$ cat src/hw/rtl/heq_pkg.sv
`default_nettype none

package heq_pkg;

   // bin counter width, counts saturate at all ones
   localparam int COUNT_BITS = 24;

   localparam int PIX_W     = 8;
   localparam int BIN_COUNT = 1 << PIX_W;
   // running cdf over all bins never exceeds BIN_COUNT * (2^COUNT_BITS - 1)
   localparam int CDF_W     = COUNT_BITS + PIX_W;
   // cdf scaled by the top grey level
   localparam int NUM_W     = CDF_W + PIX_W;
   localparam int STEP_W    = $clog2(NUM_W);

   localparam logic [PIX_W-1:0]      BIN_LAST  = PIX_W'(BIN_COUNT - 1);
   localparam logic [PIX_W-1:0]      LEVEL_TOP = '1;
   localparam logic [COUNT_BITS-1:0] CNT_ONE   = COUNT_BITS'(1);
   localparam logic [STEP_W-1:0]     STEP_LAST = STEP_W'(NUM_W - 1);

   typedef enum logic [1:0] {
      KIND_CLEAR = 2'd0,
      KIND_COUNT = 2'd1,
      KIND_BUILD = 2'd2,
      KIND_MAP   = 2'd3
   } kind_type;

   typedef enum logic [2:0] {
      ST_IDLE,
      ST_CNT_WR,
      ST_MAP_OUT,
      ST_BLD_RD,
      ST_BLD_ACC,
      ST_BLD_MUL,
      ST_BLD_DIV,
      ST_BLD_RND
   } state_type;

endpackage

`default_nettype wire

$ cat src/hw/rtl/heq_div.sv
`default_nettype none

// restoring divider, one quotient bit per cycle
module heq_div (
   input  logic                           clock,
   input  logic                           reset,
   input  logic                           start,
   input  logic [heq_pkg::NUM_W-1:0]      numer,
   input  logic [heq_pkg::COUNT_BITS-1:0] denom,
   output logic                           done,
   output logic [heq_pkg::NUM_W-1:0]      quot,
   output logic [heq_pkg::COUNT_BITS-1:0] rem
);
   import heq_pkg::*;

   logic                  busy_ff, busy_in;
   logic                  done_ff, done_in;
   logic [STEP_W-1:0]     step_ff, step_in;
   logic [COUNT_BITS-1:0] rem_ff, rem_in;
   logic [NUM_W-1:0]      quot_ff, quot_in;
   logic [COUNT_BITS-1:0] denom_ff, denom_in;

   logic [COUNT_BITS:0]   shifted;
   logic [COUNT_BITS:0]   diff;
   logic                  ge;

   assign shifted = {rem_ff, quot_ff[NUM_W-1]};
   assign ge      = shifted >= {1'b0, denom_ff};
   assign diff    = shifted - {1'b0, denom_ff};

   always_comb begin
      busy_in  = busy_ff;
      done_in  = 1'b0;
      step_in  = step_ff;
      rem_in   = rem_ff;
      quot_in  = quot_ff;
      denom_in = denom_ff;
      if (start) begin
         busy_in  = 1'b1;
         step_in  = '0;
         rem_in   = '0;
         quot_in  = numer;
         denom_in = denom;
      end else if (busy_ff) begin
         rem_in  = ge ? diff[COUNT_BITS-1:0] : shifted[COUNT_BITS-1:0];
         quot_in = {quot_ff[NUM_W-2:0], ge};
         step_in = step_ff + STEP_W'(1);
         if (step_ff == STEP_LAST) begin
            busy_in = 1'b0;
            done_in = 1'b1;
         end
      end
   end

   always_ff @(posedge clock) begin
      if (reset) begin
         busy_ff <= 1'b0;
         done_ff <= 1'b0;
         step_ff <= '0;
      end else begin
         busy_ff <= busy_in;
         done_ff <= done_in;
         step_ff <= step_in;
      end
   end

   always_ff @(posedge clock) begin
      rem_ff   <= rem_in;
      quot_ff  <= quot_in;
      denom_ff <= denom_in;
   end

   assign done = done_ff;
   assign quot = quot_ff;
   assign rem  = rem_ff;

endmodule

`default_nettype wire

$ cat config.mk
export PLATFORM = sky130hd
export DESIGN_NAME = heq_div
export DESIGN_NICKNAME = d
export VERILOG_FILES = /design/src/hw/rtl/heq_pkg.sv /design/src/hw/rtl/heq_div.sv
export SDC_FILE = /design/constraint.sdc
export NUM_CORES = 1
export LEC_CHECK = 0
export ABC_AREA = 1
export ABC_CLOCK_PERIOD_IN_PS = 4750
export CORE_UTILIZATION = 26
export DETAILED_ROUTE_END_ITERATION = 10
export DONT_BUFFER_PORTS = 1
export PLACE_DENSITY_LB_ADDON = 0.08
export SYNTH_ARGS = -nofsm -noshare
export SYNTH_HDL_FRONTEND = slang
export SYNTH_SLANG_ARGS = --single-unit
export TNS_END_PERCENT = 20
$ cat constraint.sdc
create_clock -name clock -period 4.75 [get_ports clock]
set_input_delay 0.475 -clock clock [delete_from_list [all_inputs] [get_ports clock]]
set_output_delay 0.475 -clock clock [all_outputs]
set_load 0.005 [all_outputs]
* Yosys cells after proc, flatten, opt, wreduce, memory -nomap -nowiden
Cells that the tools add are included.
** Storage, ports and cells
- Flip-flop bits (word level) :: 96
- Input bits :: 67
- Output and inout port bits :: 65
- Word-level logic and storage cells :: 21
** Cells by class
- Add/subtract/negate cells :: 2
- $lt $le $gt $ge :: 1
- Equality and inequality tests :: 1
- Muxes and demuxes :: 7
- Bitwise gates (word level) :: 1
- Reductions and logical operators :: 3
** Operators with widths (number)
- $mux 40 :: 2
- $ge 25x24->1 :: 1
- $mux 24 :: 1
- $sub 24x24->24 :: 1
- $add 6x1->6 const B :: 1
- $eq 6x6->1 const B :: 1
- $mux 1 :: 4
- $reduce_or 3->1 :: 1
- $reduce_bool 2->1 :: 1
- $reduce_or 2->1 :: 1
- $not 1->1 :: 1

* Depth between registers and ports, before layout
Gate-level depths: netlist of run 1.
- Word-level depth :: 4
- Mapped depth :: 15
- Mapped depth without buffers :: 15

* Worst setup path after synthesis of run 1
No wires, ideal clock.
- Path type :: input to register
- Start :: in start
- End :: reg quot_ff[0] (netlist: quot[0]) (enable)
- Setup time :: 0.420 ns
- Data arrival time :: 2.180 ns
- Required time :: 4.330 ns
- Path slack :: 2.150 ns
- Stages :: 4
- Path buffers :: 2
- Cell sequence :: clkbuf_1 > nor2_1 > inv_1 > clkbuf_1
** Between the ends
- Word-level cells in the longest chain between the ends :: 1
** Ends and longest elaborated chain
- start: declaration :: line heq_div.sv:7 : input logic start,
- $reduce_bool 2->1 (no line)
- end signal: assignment :: line heq_div.sv:69 : quot_ff <= quot_in;
- end: declaration :: line heq_div.sv:20 : logic [NUM_W-1:0] quot_ff, quot_in;
Every way passes these cells.
A chain may end at the register's enable or synchronous reset.

* Worst setup path after layout of run 1
- Start :: reg rem_ff[19] (netlist: rem[19])
- End :: reg rem_ff[0] (netlist: rem[0])
** Between the ends
- Word-level cells in the longest chain between the ends :: 2
** Ends and longest elaborated chain
- start: declaration :: line heq_div.sv:19 : logic [COUNT_BITS-1:0] rem_ff, rem_in;
- start signal: assignment :: line heq_div.sv:68 : rem_ff <= rem_in;
- $ge 25x24->1 :: line heq_div.sv:28 : assign ge = shifted >= {1'b0, denom_ff};
- $mux 24 :: line heq_div.sv:45 : rem_in = ge ? diff[COUNT_BITS-1:0] : shifted[COUNT_BITS-1:0];
Every way passes these cells.

==> results of run 1 <==
final cells by class:
type                       count  area, sq um
fill                        2470        15400
multi-input combinational    546         2630
sequential                    96         2560
inverter                     125          469
tap                          280          350
clock buffer                   9          225
clock inverter                 7         72.6
timing repair buffer           2         15.0
worst max-delay path, cell delays in order, from the launching register on:
cell and delay, ns:
dfxtp_1 0.36, ha_1 0.42, nand2_1 0.15, inv_1 0.05, nand2_1 0.06, nand3_1 0.09
nand2_1 0.09, nand3_2 0.09, nor2_4 0.58, nand2_4 0.36, nand2_1 0.15, nand3_1 0.07
o21ai_0 0.12
layout by cell type (no fill, tap or decap), drive strengths merged, types with 9 or more instances in the layout:
master  Yosys  final
nand2     327    327
inv       124    128
nand3      68     68
edfxtp     64     64
nor2       43     43
dfxtp      32     32
ha         25     25
a21oi      20     20
o21ai      18     18
nand3b     10     10
nand4       9      9
clkbuf     12      9
worst paths after layout:
| kind | endpoint | start | cells after the start |
|---|---|---|---|
| hold reg to reg | step_ff[1] | step_ff[1] | 2 |
| hold / removal | denom_ff[18] | denom[18] | 0 |
| setup reg to reg | rem[0] | rem[19] | 12 |
| setup / recovery | rem[0] | rem[19] | 12 |
kinds of logic (layout without fill, tap and decap cells):
kind of cell    after synthesis  in the layout  share of synthesized area
flops                        96             96                      0.444
xor+xnor                      9              9                     0.0137
buf+inv                     144            143                     0.0996
fa+ha+maj                    26             26                     0.0577
compound gates               42             42                     0.0386
simple gates                469            469                      0.346
sequential cells by signal, summed over array words and instances (netlist names):
name / flops
step_ff: 6
denom_ff: 24
busy_ff: 1
done: 1
quot: 40
rem: 24
power breakdown:
part | internal [mW] | total (mW) | switching [mW]
registers | 0.957 | 0.996 | 0.0389
logic | 0.0535 | 0.170 | 0.116
clock network | 0.374 | 0.755 | 0.381
stage by stage:
step,power [mW],util,setup slack (ns),std cells
2_1_floorplan,1.14,-,2.15,786
3_3_place_gp,1.19,0.277,1.97,1049
3_5_place_dp,1.19,0.277,1.95,1049
4_1_cts,1.96,0.291,1.93,1065
5_1_grt,2.02,0.291,1.67,1065
6_report,1.92,0.291,2.04,1065
per-layer routing:
layer	GRT usage	share of wire	wire length, microns	vias up
met3	0.0599	0.087	1420	8
met2	0.249	0.45	7340	146
met5	0	0	0	-
met4	0.0285	0.0085	138	0
met1	0.181	0.45	7350	2157
li1	-	-	-	2467
==> impl_metrics.csv, run 1 <==
group,metric,value,unit
timing,slew_violations,0,
logic_synthesis,ys_warn_count,0,
global_routing,grt_usage,0.149,
run_status,status,"finished clean",
die,die-height,151,microns
worst_setup_path,required,5.01,ns
logic_synthesis,synth-seq-area-share,0.444,
logic_synthesis,syn_nets,879,
clock_network,clock-sinks,96,
worst_hold_path,hold_class,"in -> reg",
logic_synthesis,syn_inst,786,
logic_synthesis,synth_edf_count,64,
timing,post-route-period-util,0.570,
power,pwr_density_cell,304,nW/um^2
timing,clock_skew,0.0137,ns
logic_synthesis,synth_seq_cells,96,
die,rows,54,
logic_synthesis,synth_top_area_share,0.333,
power,p_leak,3.13,nW
power,vdd_drop_max,0.139,mV
place,post_dp_cell_area,6030,sq um
clock_network,clk_pin_slew,0.08,ns
worst_setup_path,critPathArrivalTime,2.97,ns
timing,worst_pin_slew,1.19,ns
route,drtIter0Drc,177,
clock_network,cts_resized,0,
job,drv_cap,0,
global_routing,grt_max_degree,68,
logic_synthesis,synth_area_leaders,"edfxtp_1, nand2_1, dfxtp_1",
route,vias_per_cell,4.49,
route,vias,4778,
timing,whs,0.205,ns
die,coreArea,21800,sq um
die,ios,132,
route,routedWlPerCell,15.3,microns
route,drt_wl_total,16300,microns
die,start_util,0.265,
worst_setup_path,path_class,"reg -> reg",
timing,relSlewSlack,0.204,
logic_synthesis,synth_most_common_cell,"nand2_1",
clock_network,cts_setup_buffers,0,
cells_and_area,fin_nets,873,
clock_network,cts_made_buffers,9,
logic_synthesis,yosys-top-cells-count,"nand2_1, inv_1, nand3_1",
place,gp_congestion,0.893,
route,dr.pass1.iters,4,
global_routing,grt_overflow,0,
timing,rsz0062_at_grt,"no",
worst_setup_path,cp_max_fo,27,
place,portBuffers,0,
cells_and_area,fin_area,6330,sq um
route,ant_nets,0,
logic_synthesis,syn_area_per_cell,7.34,sq um
timing,fmax,0.369,GHz
die,die_w,151,microns
worst_setup_path,end_kind,"flip-flop",
logic_synthesis,ys_types,36,
timing,fin_crit,2.71,ns
timing,final-hold-violation-count,0,
worst_setup_path,startpoint_type,"flip-flop",
cells_and_area,drive_gt1_frac,0.0408,
global_routing,antenna_found_initial,0,
worst_setup_path,r2r_slack,2.04,ns
global_routing,grt_pass1_vias,4901,
die,die_area,22800,sq um
clock_network,clock-root-buffer,"clkbuf_16",
cells_and_area,area_growth,9.72,%
timing,tns,0,ns
clock_network,clock_latency,0.36,ns
cells_and_area,antenna_cells,0,
logic_synthesis,synth_ff_type,"edfxtp_1",
clock_network,ctsHtreeMaxLevel,3,
route,drc,0,
timing,final-setup-viol-count,0,
place,dp_hpwl,11900,microns
logic_synthesis,syn_area,5770,sq um
clock_network,clk_path_buf_depth,2,
logic_synthesis,ys_async_sr_fraction,0,
clock_network,cts_tree,"built",
global_routing,grt_pass1_wl,26000,microns
logic_synthesis,synth.largest_area_cell,"edfxtp_1",
clock_network,ctsHoldBuffers,0,
Note: power is estimated with default switching activity, not from simulation.
==> run 2: changes to the inputs <==
--- a/config.mk
+++ b/config.mk
@@ -6,7 +6,7 @@
 export NUM_CORES = 1
 export LEC_CHECK = 0
 export ABC_AREA = 1
-export ABC_CLOCK_PERIOD_IN_PS = 4750
+export ABC_CLOCK_PERIOD_IN_PS = 2700
 export CORE_UTILIZATION = 26
 export DETAILED_ROUTE_END_ITERATION = 10
 export DONT_BUFFER_PORTS = 1
==> constraint.sdc (replaced) <==
create_clock -name clock -period 2.7 [get_ports clock]
set_input_delay 0.27 -clock clock [delete_from_list [all_inputs] [get_ports clock]]
set_output_delay 0.27 -clock clock [all_outputs]
set_load 0.005 [all_outputs]
==> run 2 against run 1 <==
Power up 82%. Clock-buffer cell count unchanged. Final area up 4.8%. Largest cell class unchanged. Highest routed layer unchanged.
==> impl_metrics.csv, run 2 (synthesis gave the netlist of run 1 again) <==
group,metric,value,unit
clock_network,ctsHtreeMaxLevel,3,
timing,post-route-period-util,0.889,
worst_setup_path,path_delay_family,"simple AND/OR/NAND/NOR gates",
power,comb_power_share,0.095,
cells_and_area,stdcell_count,1095,
route,drc,0,
die,die-height,151,microns
clock_network,cts_setup_buffers,0,
worst_setup_path,max_stage_delay,0.42,ns
power,p_int,2.55,mW
timing,final-setup-viol-count,0,
place,place_ws,0.295,ns
route,vias_per_cell,4.46,
place,portBuffers,0,
route,ant_nets,0,
power,p_leak,3.27,nW
timing,worst_pin_slew,0.539,ns
place,post_dp_cell_area,6070,sq um
timing,fmax,0.417,GHz
place,dp_hpwl,12300,microns
worst_hold_path,worstHoldPathCells,0,
timing,final-hold-violation-count,0,
place,gp_congestion,0.844,
power,vdd_drop_max,0.363,mV
route,routedWlPerCell,15.1,microns
die,start_util,0.265,
cells_and_area,antenna_cells,0,
clock_network,clk_path_buf_depth,2,
die,die_area,22800,sq um
route,vias,4886,
worst_setup_path,path_class,"reg -> reg",
route,drtIter0Drc,205,
power,pwr_density_cell,527,nW/um^2
global_routing,grt_pass1_wl,26700,microns
cells_and_area,layout_common_cells,"nand2_1, inv_1, nand3_1",
worst_hold_path,hold_class,"in -> reg",
power,total_power,3.50,mW
global_routing,grt_overflow,0,
worst_setup_path,startpoint_type,"flip-flop",
timing,rsz0062_at_grt,"no",
die,coreArea,21800,sq um
die,ios,132,
clock_network,clock-root-buffer,"clkbuf_16",
global_routing,antenna_found_initial,0,
worst_setup_path,cp_slowest_cell,"ha_1",
clock_network,cts_made_buffers,9,
die,die_w,151,microns
route,drt_wl_total,16600,microns
clock_network,clk_pin_slew,0.08,ns
cells_and_area,area_growth,15.0,%
worst_setup_path,r2r_cells,10,
global_routing,grt_max_degree,68,
cells_and_area,fin_nets,903,
cells_and_area,multi_input_area,2630,sq um
cells_and_area,fin_area,6630,sq um
global_routing,grt_usage,0.154,
power,p_clk_frac,0.405,
clock_network,clock-sinks,96,
power,swShare,0.270,
clock_network,clock_latency,0.36,ns
cells_and_area,ff_latch_area,2560,sq um
cells_and_area,layout_commonest_cell,"nand2_1",
clock_network,cts_tree,"built",
worst_setup_path,end_kind,"flip-flop",
power,seq_power_share,0.500,
worst_setup_path,critPathArrivalTime,2.69,ns
route,dr.pass1.iters,4,
cells_and_area,drive_gt1_frac,0.0454,
timing,whs,0.0223,ns
job,drv_cap,0,
worst_setup_path,cp_max_fo,23,
worst_setup_path,worstPathCellList,"ha_1 > nand2_2 > inv_1 > a21oi_1 > a21oi_2 > nor2_4 > nand2_4 > nand2_1 > nand3_1 > o21ai_0",
power,p_sw,944,uW
run_status,status,"finished clean",
place,placed_cells,1055,
cells_and_area,final_util,0.305,
timing,slew_violations,0,
die,rows,54,
worst_setup_path,required,2.99,ns
global_routing,grt_pass1_vias,5015,
timing,timing.final.ws_setup,0.301,ns
timing,clock_skew,0.0120,ns
timing,tns,0,ns
worst_setup_path,path_buf_inv,1,
timing,fin_crit,2.40,ns
clock_network,cts_resized,0,
cells_and_area,largest_reg_flops,40,
clock_network,ctsHoldBuffers,24,
timing,relSlewSlack,0.640,
cells_and_area,fillCellCount,2427,
worst_setup_path,cp.depth,10,
-- run 2: power groups by stage --
| stage | Combinational [mW] | Clock, mW | Sequential (mW) |
|---|---|---|---|
| global placement | 0.310 | 0 | 1.79 |
| detailed placement | 0.312 | 0 | 1.78 |
| global route | 0.385 | 1.52 | 1.76 |
| floorplan | 0.238 | 0 | 1.76 |
| CTS | 0.341 | 1.48 | 1.75 |
| finish | 0.333 | 1.41 | 1.75 |
-- run 2: metal layers --
layer  GRT usage  part of all wire  vias to the layer above
li1            -                 -                     2526
met1       0.185              0.45                     2208
met2       0.255              0.46                      134
met3      0.0605             0.077                       18
met4      0.0430             0.017                        0
met5           0                 0                        -
-- run 2: worst reg2reg max path: cells and delay by family, from the launching register on --
| family | cells | cell delay, ns |
|---|---|---|
| simple gates | 5 | 1.09 |
| fa+ha+maj | 1 | 0.43 |
| compound gates | 3 | 0.40 |
| flops | 1 | 0.36 |
| buf+inv | 1 | 0.07 |
-- run 2: final cells by class --
cell class / instances / area share
Clock inverter: 7 / 0.0140
Clock buffer: 9 / 0.0340
Inverter: 125 / 0.0708
Multi-Input combinational cell: 546 / 0.397
Sequential cell: 96 / 0.386
Timing Repair Buffer: 32 / 0.0453
Tap cell: 280 / 0.0528
-- run 2: worst paths after layout --
kind | from | endpoint | slack, ns
setup / recovery | rem[15] | rem[1] | 0.30
hold / removal | start | denom_ff[23] | 0.02
setup reg to reg | rem[15] | rem[1] | 0.30
hold reg to reg | step_ff[1] | step_ff[1] | 0.49
